File: config.mk
export PLATFORM = sky130hd
export DESIGN_NAME = preemptive_priority_scheduler
export DESIGN_NICKNAME = d
export VERILOG_FILES = /design/src/sv/pps_pkg.sv /design/src/sv/pps_ram.sv /design/src/sv/preemptive_priority_scheduler.sv
export SDC_FILE = /design/constraint.sdc
export NUM_CORES = 1
export LEC_CHECK = 0
export BUFFER_PORTS_ARGS = -buffer_cell sky130_fd_sc_hd__buf_2
export CORE_ASPECT_RATIO = 0.5
export CORE_MARGIN = 5
export CORE_UTILIZATION = 67
export CTS_BUF_LIST = sky130_fd_sc_hd__clkbuf_16
export DETAILED_ROUTE_END_ITERATION = 16
export PLACE_DENSITY_LB_ADDON = 0.2
export RECOVER_POWER = 50
export SYNTH_ARGS = -nofsm -noshare
export SYNTH_HDL_FRONTEND = slang
export SYNTH_HIERARCHICAL = 1
export SYNTH_SLANG_ARGS = --single-unit
File: constraint.sdc
create_clock -name clk_i -period 15.2 [get_ports clk_i]
set_clock_uncertainty 0.2 [all_clocks]
set_input_delay 0 -clock clk_i [delete_from_list [all_inputs] [get_ports clk_i]]
set_output_delay 0 -clock clk_i [all_outputs]
set_load 0.05 [all_outputs]
File: src/sv/pps_pkg.sv
// Shared field widths and opcode codes for the preemptive priority scheduler.
`timescale 1ns / 1ps

package pps_pkg;

  // Fixed widths of the request and result fields
  localparam int unsigned OPCODE_W   = 2;
  localparam int unsigned SLOT_W     = 4;
  localparam int unsigned IN_TIME_W  = 16;
  localparam int unsigned PRIO_W     = 8;
  localparam int unsigned OUT_TIME_W = 16;

  // Request opcodes
  typedef enum logic [OPCODE_W-1:0] {
    OP_CLEAR = 2'd0,
    OP_LOAD  = 2'd1,
    OP_TICK  = 2'd2
  } op_e;

endpackage

File: src/sv/pps_ram.sv
// Generic single-write, single-read synchronous RAM with registered read data.
`timescale 1ns / 1ps

module pps_ram #(
  parameter int unsigned WIDTH = 56,
  parameter int unsigned DEPTH = 16
) (
  input  logic                     clk_i,
  input  logic                     we_i,
  input  logic [$clog2(DEPTH)-1:0] waddr_i,
  input  logic [WIDTH-1:0]         wdata_i,
  input  logic                     re_i,
  input  logic [$clog2(DEPTH)-1:0] raddr_i,
  output logic [WIDTH-1:0]         rdata_o
);

  logic [WIDTH-1:0] mem_q [DEPTH];
  logic [WIDTH-1:0] rdata_q;

  // Write one entry, register the read data
  always_ff @(posedge clk_i) begin
    if (we_i) begin
      mem_q[waddr_i] <= wdata_i;
    end
    if (re_i) begin
      rdata_q <= mem_q[raddr_i];
    end
  end

  assign rdata_o = rdata_q;

endmodule

File: src/sv/preemptive_priority_scheduler.sv
// Top level of the preemptive priority scheduler: task table, slot scan and result logic.
`timescale 1ns / 1ps

// A request is taken at a rising edge with start high and busy low. Clear and
// load requests never raise busy; their result strobes in the next cycle. A
// tick request raises busy while the task table, kept in one RAM with a
// registered read, is scanned one slot per cycle; then an update state
// decrements the chosen task and writes it back. The result strobes on
// result_valid_o for a single cycle right after busy falls, and the receiver
// cannot stall it. all_done_o follows the task marks at all times and is valid
// whenever result_valid_o is high. No clearing pass is needed after reset.
module preemptive_priority_scheduler #(
  parameter int unsigned TASK_SLOTS = 16,
  parameter int unsigned TIME_BITS  = 16
) (
  input  logic                              clk_i,
  input  logic                              rst_ni,
  input  logic                              start,
  output logic                              busy,
  input  logic [pps_pkg::OPCODE_W-1:0]      opcode_i,
  input  logic [pps_pkg::SLOT_W-1:0]        slot_i,
  input  logic [pps_pkg::IN_TIME_W-1:0]     arrival_time_i,
  input  logic [pps_pkg::IN_TIME_W-1:0]     burst_length_i,
  input  logic [pps_pkg::PRIO_W-1:0]        task_priority_i,
  output logic                              result_valid_o,
  output logic                              ran_o,
  output logic [pps_pkg::SLOT_W-1:0]        running_slot_o,
  output logic [pps_pkg::OUT_TIME_W-1:0]    tick_start_o,
  output logic                              finished_o,
  output logic [pps_pkg::OUT_TIME_W-1:0]    completion_time_o,
  output logic [pps_pkg::OUT_TIME_W-1:0]    turnaround_time_o,
  output logic [pps_pkg::OUT_TIME_W-1:0]    waiting_time_o,
  output logic                              all_done_o
);

  import pps_pkg::*;

  localparam int unsigned SLOT_BITS = $clog2(TASK_SLOTS);
  localparam int unsigned CNT_W     = SLOT_BITS + 1;
  localparam int unsigned ENT_W     = 3 * TIME_BITS + PRIO_W;
  localparam int unsigned PRI_LO    = 0;
  localparam int unsigned REM_LO    = PRIO_W;
  localparam int unsigned BUR_LO    = PRIO_W + TIME_BITS;
  localparam int unsigned ARR_LO    = PRIO_W + 2 * TIME_BITS;

  typedef enum logic [1:0] {
    ST_IDLE,
    ST_SCAN,
    ST_UPDATE
  } state_e;

  state_e                 state_q;
  logic [CNT_W-1:0]       cnt_q;
  logic                   chk_vld_q;
  logic [SLOT_BITS-1:0]   chk_idx_q;
  logic                   found_q;
  logic [TASK_SLOTS-1:0]  loaded_q;
  logic [TASK_SLOTS-1:0]  finished_q;
  logic [TIME_BITS-1:0]   time_q;
  logic [TIME_BITS-1:0]   tinc_q;

  // Best candidate so far
  logic [SLOT_BITS-1:0]   best_idx_q;
  logic [PRIO_W-1:0]      best_pri_q;
  logic [TIME_BITS-1:0]   best_arr_q;
  logic [TIME_BITS-1:0]   best_bur_q;
  logic [TIME_BITS-1:0]   best_rem_q;
  logic [TIME_BITS-1:0]   best_sum_q;

  // Result registers
  logic                   result_valid_q;
  logic                   ran_q;
  logic [SLOT_W-1:0]      slot_q;
  logic [OUT_TIME_W-1:0]  tick_start_q;
  logic                   fin_q;
  logic [OUT_TIME_W-1:0]  comp_q;
  logic [OUT_TIME_W-1:0]  tat_q;
  logic [OUT_TIME_W-1:0]  wt_q;

  // Request decode
  logic                   accept;
  logic                   slot_in_range;
  logic [SLOT_BITS-1:0]   slot_idx;
  logic [TIME_BITS-1:0]   in_arr;
  logic [TIME_BITS-1:0]   in_bur;

  assign busy          = (state_q != ST_IDLE);
  assign accept        = start && !busy;
  assign slot_in_range = (32'(slot_i) < TASK_SLOTS);
  assign slot_idx      = SLOT_BITS'(slot_i);
  assign in_arr        = TIME_BITS'(arrival_time_i);
  assign in_bur        = TIME_BITS'(burst_length_i);

  // RAM ports
  logic                   ram_we;
  logic [SLOT_BITS-1:0]   ram_waddr;
  logic [ENT_W-1:0]       ram_wdata;
  logic                   ram_re;
  logic [ENT_W-1:0]       ram_rdata;

  logic                   scan_issue;
  logic                   load_write;
  logic                   tick_write;

  assign scan_issue = (state_q == ST_SCAN) && (cnt_q != CNT_W'(TASK_SLOTS));
  assign load_write = accept && (opcode_i == OP_LOAD) && slot_in_range;
  assign tick_write = (state_q == ST_UPDATE) && found_q;
  assign ram_re     = scan_issue;

  // Decrement and times of the chosen task
  logic [TIME_BITS-1:0]   rem_new;
  logic                   fin_now;
  logic [TIME_BITS-1:0]   tat_now;
  logic [TIME_BITS-1:0]   wt_now;

  assign rem_new = best_rem_q - TIME_BITS'(1);
  assign fin_now = found_q && (rem_new == '0);
  assign tat_now = tinc_q - best_arr_q;
  assign wt_now  = tinc_q - best_sum_q;

  // Select write source: load request or tick writeback
  always_comb begin
    if (tick_write) begin
      ram_we    = 1'b1;
      ram_waddr = best_idx_q;
      ram_wdata = {best_arr_q, best_bur_q, rem_new, best_pri_q};
    end else begin
      ram_we    = load_write;
      ram_waddr = slot_idx;
      ram_wdata = {in_arr, in_bur, in_bur, task_priority_i};
    end
  end

  pps_ram #(
    .WIDTH (ENT_W),
    .DEPTH (TASK_SLOTS)
  ) u_task_ram (
    .clk_i   (clk_i),
    .we_i    (ram_we),
    .waddr_i (ram_waddr),
    .wdata_i (ram_wdata),
    .re_i    (ram_re),
    .raddr_i (cnt_q[SLOT_BITS-1:0]),
    .rdata_o (ram_rdata)
  );

  // Compare the slot read back against the best so far
  logic [TIME_BITS-1:0]   rd_arr;
  logic [TIME_BITS-1:0]   rd_bur;
  logic [TIME_BITS-1:0]   rd_rem;
  logic [PRIO_W-1:0]      rd_pri;
  logic                   cand;
  logic                   take;
  logic                   scan_last;

  assign rd_arr    = ram_rdata[ARR_LO +: TIME_BITS];
  assign rd_bur    = ram_rdata[BUR_LO +: TIME_BITS];
  assign rd_rem    = ram_rdata[REM_LO +: TIME_BITS];
  assign rd_pri    = ram_rdata[PRI_LO +: PRIO_W];
  assign cand      = loaded_q[chk_idx_q] && !finished_q[chk_idx_q] && (rd_arr <= time_q);
  assign take      = chk_vld_q && cand && (!found_q || (rd_pri < best_pri_q));
  assign scan_last = chk_vld_q && (chk_idx_q == SLOT_BITS'(TASK_SLOTS - 1));

  // Control state, marks, time and result registers
  always_ff @(posedge clk_i or negedge rst_ni) begin
    if (!rst_ni) begin
      state_q        <= ST_IDLE;
      cnt_q          <= '0;
      chk_vld_q      <= 1'b0;
      found_q        <= 1'b0;
      loaded_q       <= '0;
      finished_q     <= '0;
      time_q         <= '0;
      result_valid_q <= 1'b0;
      ran_q          <= 1'b0;
      slot_q         <= '0;
      tick_start_q   <= '0;
      fin_q          <= 1'b0;
      comp_q         <= '0;
      tat_q          <= '0;
      wt_q           <= '0;
    end else begin
      result_valid_q <= 1'b0;
      chk_vld_q      <= scan_issue;
      unique case (state_q)
        ST_IDLE: begin
          if (accept) begin
            ran_q        <= 1'b0;
            slot_q       <= '0;
            tick_start_q <= '0;
            fin_q        <= 1'b0;
            comp_q       <= '0;
            tat_q        <= '0;
            wt_q         <= '0;
            unique case (opcode_i)
              OP_CLEAR: begin
                loaded_q       <= '0;
                finished_q     <= '0;
                time_q         <= '0;
                result_valid_q <= 1'b1;
              end
              OP_LOAD: begin
                if (slot_in_range) begin
                  loaded_q[slot_idx]   <= 1'b1;
                  finished_q[slot_idx] <= (in_bur == '0);
                end
                result_valid_q <= 1'b1;
              end
              OP_TICK: begin
                state_q <= ST_SCAN;
                cnt_q   <= '0;
                found_q <= 1'b0;
              end
              default: begin
                result_valid_q <= 1'b1;
              end
            endcase
          end
        end
        ST_SCAN: begin
          if (scan_issue) begin
            cnt_q <= cnt_q + CNT_W'(1);
          end
          if (take) begin
            found_q <= 1'b1;
          end
          if (scan_last) begin
            state_q <= ST_UPDATE;
          end
        end
        ST_UPDATE: begin
          time_q         <= tinc_q;
          if (fin_now) begin
            finished_q[best_idx_q] <= 1'b1;
          end
          ran_q          <= found_q;
          slot_q         <= found_q ? SLOT_W'(best_idx_q) : '0;
          tick_start_q   <= OUT_TIME_W'(time_q);
          fin_q          <= fin_now;
          comp_q         <= fin_now ? OUT_TIME_W'(tinc_q) : '0;
          tat_q          <= fin_now ? OUT_TIME_W'(tat_now) : '0;
          wt_q           <= fin_now ? OUT_TIME_W'(wt_now) : '0;
          result_valid_q <= 1'b1;
          state_q        <= ST_IDLE;
        end
        default: begin
          state_q <= ST_IDLE;
        end
      endcase
    end
  end

  // Hold scan index, next time and best candidate payload
  always_ff @(posedge clk_i) begin
    chk_idx_q <= cnt_q[SLOT_BITS-1:0];
    if (accept && (opcode_i == OP_TICK)) begin
      tinc_q <= time_q + TIME_BITS'(1);
    end
    if (take) begin
      best_idx_q <= chk_idx_q;
      best_pri_q <= rd_pri;
      best_arr_q <= rd_arr;
      best_bur_q <= rd_bur;
      best_rem_q <= rd_rem;
      best_sum_q <= rd_arr + rd_bur;
    end
  end

  assign result_valid_o    = result_valid_q;
  assign ran_o             = ran_q;
  assign running_slot_o    = slot_q;
  assign tick_start_o      = tick_start_q;
  assign finished_o        = fin_q;
  assign completion_time_o = comp_q;
  assign turnaround_time_o = tat_q;
  assign waiting_time_o    = wt_q;
  assign all_done_o        = ~|(loaded_q & ~finished_q);

  // A finishing report always comes with a task that ran
  a_fin_ran : assert property (@(posedge clk_i) disable iff (!rst_ni)
    (result_valid_o && finished_o) |-> ran_o)
    else $error("finished reported without a running task");

  // A tick request enters the scan
  a_tick_busy : assert property (@(posedge clk_i) disable iff (!rst_ni)
    (start && !busy && (opcode_i == OP_TICK)) |=> busy)
    else $error("tick request did not start a scan");

  // The update cycle always delivers a result
  a_update_result : assert property (@(posedge clk_i) disable iff (!rst_ni)
    (state_q == ST_UPDATE) |=> (result_valid_o && !busy))
    else $error("tick result missing after update");

  // The task that ran must be a loaded slot
  a_ran_loaded : assert property (@(posedge clk_i) disable iff (!rst_ni)
    (result_valid_o && ran_o) |-> loaded_q[best_idx_q])
    else $error("reported slot is not loaded");

endmodule
==> impl_metrics.csv <==
group,metric,value,unit
die,ios,122,
power_and_ir_drop,power_density,176,nW/um^2
clock_tree,cts_resized,0,
clock_tree,post_cts_buffers,0,
global_route,grt_pass1_vias,28000,
outcome,violations,"capacitance limit, slew limit",
power_and_ir_drop,leakage,18.4,nW
drt,drt_first_pass_iters,6,
setup_path,r2r_setup_slack,8220,ps
logic_synthesis,ys.flop_type,"edfxtp_1",
final_layout,area_delta_synth_final,11.6,%
die,die_area,77200,sq um
final_layout,final_layout_size_suffix_gt1_frac,0.166,
clock_tree,clockRootBuffer,"clkbuf_16",
final_layout,post-route-util,0.753,
timing,post-route-period-util,0.459,
logic_synthesis,synth-seq-area-share,0.724,
setup_path,critPathLaunchType,"flop",
global_route,grtUsageTotal,0.328,
die,initial_core_util,0.675,
clock_tree,ctsHtreeMaxLevel,3,
drt,viasPerCell,6.88,
timing,setup_violations,0,
drt,wl,124,mm
setup_path,critical-path-top-delay-family,"buffers and inverters",
final_layout,final_cell_mix,"edfxtp_1 (1044), nand2_1 (272), mux4_2 (226)",
timing,slew_viol_final,445,
logic_synthesis,synth_top_family_by_area,"multiplexers",
logic_synthesis,syn_area_per_cell,17.3,sq um
logic_synthesis,synth_compound_area_frac,0.0591,
setup_path,endpoint,"u_task_ram/mem_q[13][21]$_DFFE_PP_",
clock_tree,cts_num_sinks,1176,
drt,vias,27800,
logic_synthesis,synthMuxAreaShare,0.112,
setup_path,cp.required,15320,ps
timing,rsz0062_at_grt,"false",
die,die-width,388,microns
final_layout,layout_commonest_cell,"edfxtp_1",
timing,final.setup.tns,0,ps
place,io_buffers,121,
timing,timing.hold.ws,230,ps
drt,final_antenna_net_count,0,
setup_path,cp.depth,10,
setup_path,cp_cell_sequence,"nor2b_1 > clkbuf_1 > nand2_2 > clkbuf_1 > clkbuf_1 > nand2_1 > nand2_1 > nand3_1 > nor2_4 > buf_4",
logic_synthesis,syn-cell-area,47800,sq um
logic_synthesis,syn_nets,2894,
setup_path,crit_buf_inv,4,
final_layout,fin_nets,3121,
clock_tree,clk_pin_slew,70,ps
drt,initialDrtViolationCount,3872,
setup_path,cp_common_cell,"clkbuf_1",
final_layout,largest_reg_flops,896,
drt,drc,0,
setup_path,crit_path_start,"state_q[1]$_DFFE_PN0P_",
logic_synthesis,ys_async_sr_fraction,0.109,
drt,routed.top_layer,"met5",
logic_synthesis,synth_edf_count,1044,
job,cap_violations,13,
logic_synthesis,synth_seq_cells,1176,
logic_synthesis,yosysUniqueCellTypes,69,
logic_synthesis,yosysWarnings,6,
timing,worst_pin_slew,3940,ps
clock_tree,ctsHoldBuffers,57,
setup_path,rr_startpoint,"state_q[1]$_DFFE_PN0P_",
timing,hold_violations,0,
timing,fmax,143,MHz
setup_path,worstPathArrival,7100,ps
timing,max_slew_margin,-1.63,
clock_tree,cts.path.max_buffers,3,
setup_path,crit_path_end_kind,"flop",
clock_tree,cts_tree,"yes",
drt,routedLengthMet1,44.3,mm
final_layout,multi_input_area,12300,sq um
logic_synthesis,synthCells,2769,
setup_path,r2r_cells,10,
logic_synthesis,synth-adder-area-share,0.0203,
global_route,grt_antenna_before_repair,2,
logic_synthesis,synth-xor-area-share,0.0128,
outcome,status,"complete, but fails checks",
final_layout,top_register,"u_task_ram/mem_q",
drt,met2_length,58.4,mm
setup_path,timing.rr.end,"u_task_ram/mem_q[13][21]$_DFFE_PP_",
global_route,grt_max_degree,119,
final_layout,ff_latch_area,34600,sq um
drt,route.met3.wl,17.1,mm
global_route,grt_pass1_wl,184,mm
final_layout,fillers,3873,
die,core_area,70900,sq um
logic_synthesis,yosys.area_share.simple,0.0501,
drt,wl_per_cell,30.7,microns
timing,final.min_clock_period,6980,ps
die,rows,69,
clock_tree,clock_latency,700,ps
setup_path,worst-setup-path-type,"flop to flop",
power_and_ir_drop,irDropWorstVdd,162,uV
global_route,grt.overflow.total,0,
clock_tree,cts_buffers,97,
setup_path,max_stage_delay,1930,ps
place,gp_congestion,0.861,
die,chipHeight,199,microns
setup_path,path_max_fanout,55,
setup_path,slowest_stage,"clkbuf_1",
place,hpwlAfterDp,63.3,mm
hold_path,hp-class,"flop to flop",
-- cell families (layout without fill, tap and decap cells) --
group           Yosys count  in the layout
flops                  1176           1176
simple gates            530            530
compound gates          442            442
mux                     246            246
buf+inv                 229            540
fa+ha+maj                76             76
xor+xnor                 70             70
other cells               0              2
-- cell type report --
type / instances / area share
sequential: 1176 / 0.649
inverter: 99 / 0.00696
clock buffer: 100 / 0.0469
antenna: 2 / 0.0000937
clock inverter: 83 / 0.0154
tap: 958 / 0.0224
multi-input combinational: 1364 / 0.231
timing repair buffer: 258 / 0.0290
-- cells in the mapped netlist (6+ instances only) --
cell type | count | area share
o41ai_1 | 6 | 0.0011
nor3_1 | 31 | 0.0032
a21o_1 | 24 | 0.0038
a21oi_1 | 61 | 0.0064
edfxtp_1 | 1044 | 0.66
ha_1 | 73 | 0.019
nor2_1 | 106 | 0.0083
buf_6 | 17 | 0.0040
a21oi_2 | 10 | 0.0018
nand2_1 | 273 | 0.021
o21bai_1 | 7 | 0.0011
nor2b_1 | 16 | 0.0021
o21ai_0 | 135 | 0.014
mux4_2 | 226 | 0.11
o211ai_1 | 8 | 0.0013
nand2b_1 | 26 | 0.0034
xnor2_1 | 49 | 0.0090
o31ai_1 | 17 | 0.0027
nand3b_1 | 8 | 0.0013
a22o_1 | 6 | 0.0011
dfrtp_1 | 128 | 0.067
clkbuf_1 | 90 | 0.0071
mux2_4 | 10 | 0.0031
xor2_1 | 21 | 0.0038
buf_4 | 7 | 0.0011
a22oi_1 | 112 | 0.018
nand4_1 | 10 | 0.0013
buf_2 | 14 | 0.0015
o21ai_1 | 10 | 0.0010
o21a_1 | 7 | 0.0011
nand3_1 | 17 | 0.0018
nor4_1 | 11 | 0.0014
o22ai_1 | 17 | 0.0022
inv_1 | 99 | 0.0078
-- worst min path at each step --
stage | start | endpoint | depth (start not counted)
3_5_place_dp | rst_ni | finished_q[14]$_DFFE_PN0P_ | 1
3_3_place_gp | rst_ni | finished_q[14]$_DFFE_PN0P_ | 1
4_1_cts | arrival_time_i[3] | u_task_ram/mem_q[2][43]$_DFFE_PP_ | 3
2_1_floorplan | rst_ni | chk_vld_q$_DFF_PN0_ | 0
6_report | u_task_ram/rdata_o[12]$_DFFE_PP_ | best_rem_q[4]$_DFFE_PP_ | 0
5_1_grt | u_task_ram/rdata_o[12]$_DFFE_PP_ | best_rem_q[4]$_DFFE_PP_ | 0
-- stage by stage --
step                instance area, sq um  total power [mW]  instances  worst slack, ps
global placement                   49800              6.61       3797            10390
global route                       53400              9.78       4039             7900
floorplan                          47800              6.00       2769             7050
detailed placement                 49800              6.67       3797            10340
finish                             53400              9.39       4040             8220
CTS                                53700              9.37       4037            10280
-- worst reg2reg max path, stage by stage, from the launching register on --
cell and delay, ps:
dfrtp_1 430, nor2b_1 150, clkbuf_1 350, nand2_2 170
clkbuf_1 870, clkbuf_1 1940, nand2_1 210, nand2_1 230
nand3_1 360, nor2_4 870, buf_4 790
-- layer usage --
layer  vias up  track usage
li1      11300            -
met1     13900        0.461
met2      2252        0.519
met3       344       0.0847
met4         2        0.107
met5         -            0
-- power by group --
part,switching [mW],internal [mW]
Sequential,0.288,3.90
Combinational,1.46,1.08
Clock,1.19,1.47
Total,2.94,6.45
No activity file was read; power rests on OpenSTA's default activity.
